==> config.mk <==
export PLATFORM = sky130hd
export DESIGN_NAME = brf_cell
export DESIGN_NICKNAME = d
export VERILOG_FILES = /design/src/hw/rtl/brf_pkg.sv /design/src/hw/rtl/brf_cell.sv
export SDC_FILE = /design/constraint.sdc
export NUM_CORES = 1
export LEC_CHECK = 0
export BUFFER_PORTS_ARGS = -buffer_cell sky130_fd_sc_hd__buf_4
export CAP_MARGIN = 5
export CORE_MARGIN = 4
export CORE_UTILIZATION = 30
export CTS_CLUSTER_SIZE = 20
export DETAILED_ROUTE_END_ITERATION = 8
export GPL_ROUTABILITY_DRIVEN = 0
export PLACE_DENSITY_LB_ADDON = 0.05
export SYNTH_ARGS = -nofsm -noshare
export SYNTH_HDL_FRONTEND = slang
export SYNTH_SLANG_ARGS = --single-unit
export TNS_END_PERCENT = 10
==> constraint.sdc <==
create_clock -name clk -period 2 [get_ports clk]
set_clock_uncertainty 0.15 [all_clocks]
set_input_delay 0.1 -clock clk [delete_from_list [all_inputs] [get_ports clk]]
set_output_delay 0.1 -clock clk [all_outputs]
set_load 0.02 [all_outputs]
==> src/hw/rtl/brf_pkg.sv <==
// Shared operation codes and cell command types for the byte ring FIFO with search.
package brf_pkg;

  localparam logic [2:0] MODE_WRITE       = 3'd0;
  localparam logic [2:0] MODE_READ        = 3'd1;
  localparam logic [2:0] MODE_PEEK        = 3'd2;
  localparam logic [2:0] MODE_SEARCH      = 3'd3;
  localparam logic [2:0] MODE_DROP_UNTIL  = 3'd4;
  localparam logic [2:0] MODE_DROP_COUNT  = 3'd5;
  localparam logic [2:0] MODE_CLEAR       = 3'd6;

  typedef enum logic [2:0] {
    CELL_HOLD,
    CELL_WRITE,
    CELL_SHIFT,
    CELL_ROTATE,
    CELL_CLEAR
  } cell_op_t;

  typedef struct packed {
    cell_op_t    op;
    logic [7:0]  wdata;
  } cell_cmd_t;

endpackage

==> src/hw/rtl/brf_cell.sv <==
// One storage cell of the queue chain: holds a byte and its valid flag.
module brf_cell
  import brf_pkg::*;
(
  input  logic       clk,
  input  logic       rst_n,
  input  cell_cmd_t  cmd,
  input  logic [7:0] head_data,
  input  logic       left_valid,
  input  logic [7:0] right_data,
  input  logic       right_valid,
  output logic [7:0] data_o,
  output logic       valid_o
);

  logic [7:0] data_r, data_nxt;
  logic       valid_r, valid_nxt;

  always_comb begin
    data_nxt  = data_r;
    valid_nxt = valid_r;
    case (cmd.op)
      CELL_WRITE: begin
        if (!valid_r && left_valid) begin
          data_nxt  = cmd.wdata;
          valid_nxt = 1'b1;
        end
      end
      CELL_SHIFT: begin
        data_nxt  = right_data;
        valid_nxt = right_valid;
      end
      CELL_ROTATE: begin
        // The last held word takes the head word; the others move one place forward.
        if (right_valid) begin
          data_nxt = right_data;
        end else if (valid_r) begin
          data_nxt = head_data;
        end
      end
      CELL_CLEAR: begin
        data_nxt  = 8'd0;
        valid_nxt = 1'b0;
      end
      default: begin
        data_nxt  = data_r;
        valid_nxt = valid_r;
      end
    endcase
  end

  always_ff @(posedge clk) begin
    if (!rst_n) begin
      data_r  <= 8'd0;
      valid_r <= 1'b0;
    end else begin
      data_r  <= data_nxt;
      valid_r <= valid_nxt;
    end
  end

  assign data_o  = data_r;
  assign valid_o = valid_r;

endmodule

==> results.tsv <==
metric	value	unit
synthSimpleGateAreaFrac	16.2	%
rsz0062_at_grt	no	
grt_pass1_wl	3.02	mm
clkTransAtPathRegs	0.06	ns
ant_nets	0	
vias	643	
setup_tns	0	ns
worstPathCellList	o21ai_0 > a21oi_4 > or2_1 > o211a_1	
seq_area_frac_synth	29.5	%
timing.rr.start	valid_o$_SDFFE_PN0P_	
postSynthAreaPerCell	10.0	um^2
firstDrtPassIters	4	
synth_compound_area_share	34.6	%
routed_wl	1.82	mm
synth.area.top_cells	dfxtp_1 30%, mux2i_1 13%, o211a_1 13%, o221ai_1 11%, nand3_1 6.6%	
yosys.area.top_type_share	29.5	%
cp.required	2.00	ns
critPathCapture	data_o[2]$_SDFFE_PN0P_	
swShare	29.6	%
worst_ep_arrival_time	1.65	ns
pwr-share-clk	26.0	%
syn-num-nets	92	
slowest_delay	0.36	ns
yosysWarnings	0	
cts_setup_buffers	0	
finalCritPeriodShare	82.7	%
num_rows	16	
antenna_found_initial	0	
clock_sinks	9	
status	completed	
grt_max_degree	18	
place_hpwl	1.38	mm
fin_crit	1.65	ns
preCtsSetupSlack	0.352	ns
crit_type	reg2reg	
synth_xor_area_share	0	%
die_h	53.1	um
r2r_end	data_o[2]$_SDFFE_PN0P_	
path_max_fanout	9	
slew_viol_final	0	
worstRegToRegCells	4	
slew_headroom	63.1	%
yosys.area_share.adder	0	%
initial_utilization	31.4	%
viasPerCell	5.06	
syn_area	611	um^2
cts.htree.levels	1	
worst_setup_path_start_kind	flop	
internal_power	0.374	mW
synth_cells	61	
clockBufferDepth	2	
clock.fmax	604	MHz
tightest_slew	0.553	ns
area_delta_synth_final	54.1	%
yosysTopAreaCell	dfxtp_1	
io_buffers	39	
critPathCaptureType	flop	
coreArea	0.00194	mm^2
drc_errors	0	
switchingPower	0.157	mW
cp_slowest_cell	or2_1	
io_pins	40	
seqPwrFrac	38.8	%
powerDensity	564	mW/mm^2
cts_root_buf	clkbuf_4	
drt_iter0_drc	9	
drive_above_1_share	45.0	%
cts_tree	built	
hp-class	in2reg	
setup.worst_path.start	valid_o$_SDFFE_PN0P_	
numCtsBuffers	3	
antenna_cells	0	
grt-ovfl-total	0	
hold_viol_final	0	
fin_total_pwr	0.531	mW
routedWlPerCell	14.3	um
grt_pass1_vias	630	
dieArea	0.00282	mm^2
dieWidth	53.1	um
insertion_delay	0.26	ns
finalSetupViolCount	0	
synth_top_family_by_area	compound AO/OA/AOI/OAI gates	
reg2reg_slack	0.35	ns
track_usage	14.8	%
maxCapViolations	0	
ys_types	19	
ys_ff_latch	9	
ir_drop	0.376	mV
muxShareOfSynthArea	13.1	%
power_leakage	0.509	nW
p_comb_share	35.1	%
fin_nets	132	
setup_ws	0.345	ns
[worst min path at each step]
stage	startpoint	depth (start not counted)	slack, ns	to
after global routing	cmd[8]	2	0.05	valid_o$_SDFFE_PN0P_
after detailed placement	rst_n	2	0.26	data_o[5]$_SDFFE_PN0P_
after global placement	rst_n	2	0.26	data_o[5]$_SDFFE_PN0P_
final	cmd[8]	2	0.03	valid_o$_SDFFE_PN0P_
after CTS	cmd[8]	2	0.02	valid_o$_SDFFE_PN0P_
after floorplan	cmd[8]	1	0.12	valid_o$_SDFFE_PN0P_
[worst max-delay path: cells and delay by family (launching register included)]
| family | cells | cell delay, ns |
|---|---|---|
| AOI/OAI and AO/OA | 3 | 0.70 |
| and+or+nand+nor | 1 | 0.36 |
| DFF | 1 | 0.33 |
[state kept, by name, summed over array words and instances, names as in the netlist]
signal   cells
data_o       8
valid_o      1
[final cells by class]
| cell class | count | area [um^2] |
|---|---|---|
| timing repair buffer | 41 | 310 |
| sequential | 9 | 180 |
| clock buffer | 4 | 26.3 |
| fill | 205 | 1000 |
| tap | 27 | 33.8 |
| multi-input combinational | 46 | 390 |
[synth_stat cells]
cell / count
or3b_1: 1
o211a_1: 8
buf_6: 2
buf_2: 2
o221a_1: 1
o21a_1: 1
a21oi_4: 2
nand3b_1: 1
buf_1: 1
o221ai_1: 8
nand2b_1: 4
o21ai_0: 1
a21oi_1: 1
nand3_1: 8
or2_1: 1
nand4bb_1: 1
dfxtp_1: 9
mux2i_1: 8
clkbuf_1: 1
[metal layers]
metal | part of all wire [%] | global-route usage (%)
met4 | 1.3 | 6.38
met3 | 9.8 | 4.51
met2 | 44 | 21.3
met1 | 45 | 20.2
met5 | 0 | 0
[repair_timing]
action / 4_1_cts / 5_1_grt
gates resized for setup: 0 / 0
endpoints found under the hold margin: 9 / 0
hold buffers: 1 / 0
[per-stage QoR]
step                      instances  hold slack (ns)  cell area [um^2]  util (%)
after floorplan                  61            0.124               611         -
after global placement          122            0.258               905      46.6
after detailed placement        122            0.261               905      46.6
after CTS                       127           0.0230               941      48.5
after global routing            127           0.0487               941      48.5
final                           127           0.0267               941      48.5
[power groups by stage]
stage          Sequential, mW  Clock (mW)  Combinational [mW]
2_1_floorplan           0.231           0              0.0797
3_3_place_gp            0.210           0               0.184
3_5_place_dp            0.210           0               0.186
4_1_cts                 0.206       0.145               0.188
5_1_grt                 0.209       0.150               0.204
6_report                0.206       0.138               0.186
[cell families (layout without fill, tap and decap cells)]
family,after synthesis,count (layout)
AOI/OAI and AO/OA,22,22
buffers and inverters,6,45
DFF,9,9
muxes,8,8
and+or+nand+nor,16,16
[cells in the final DEF, fill, tap and decap left out]
cell	n
nand2b_1	4
a21oi_4	2
or3b_1	1
o21a_1	1
o21ai_0	1
o211a_1	8
nand4bb_1	1
nand3_1	8
mux2i_1	8
dfxtp_1	9
or2_1	1
o221a_1	1
buf_4	40
clkbuf_1	1
o221ai_1	8
a21oi_1	1
clkbuf_4	3
dlygate4sd3_1	1
nand3b_1	1
No activity file was read; power rests on OpenSTA's default activity.
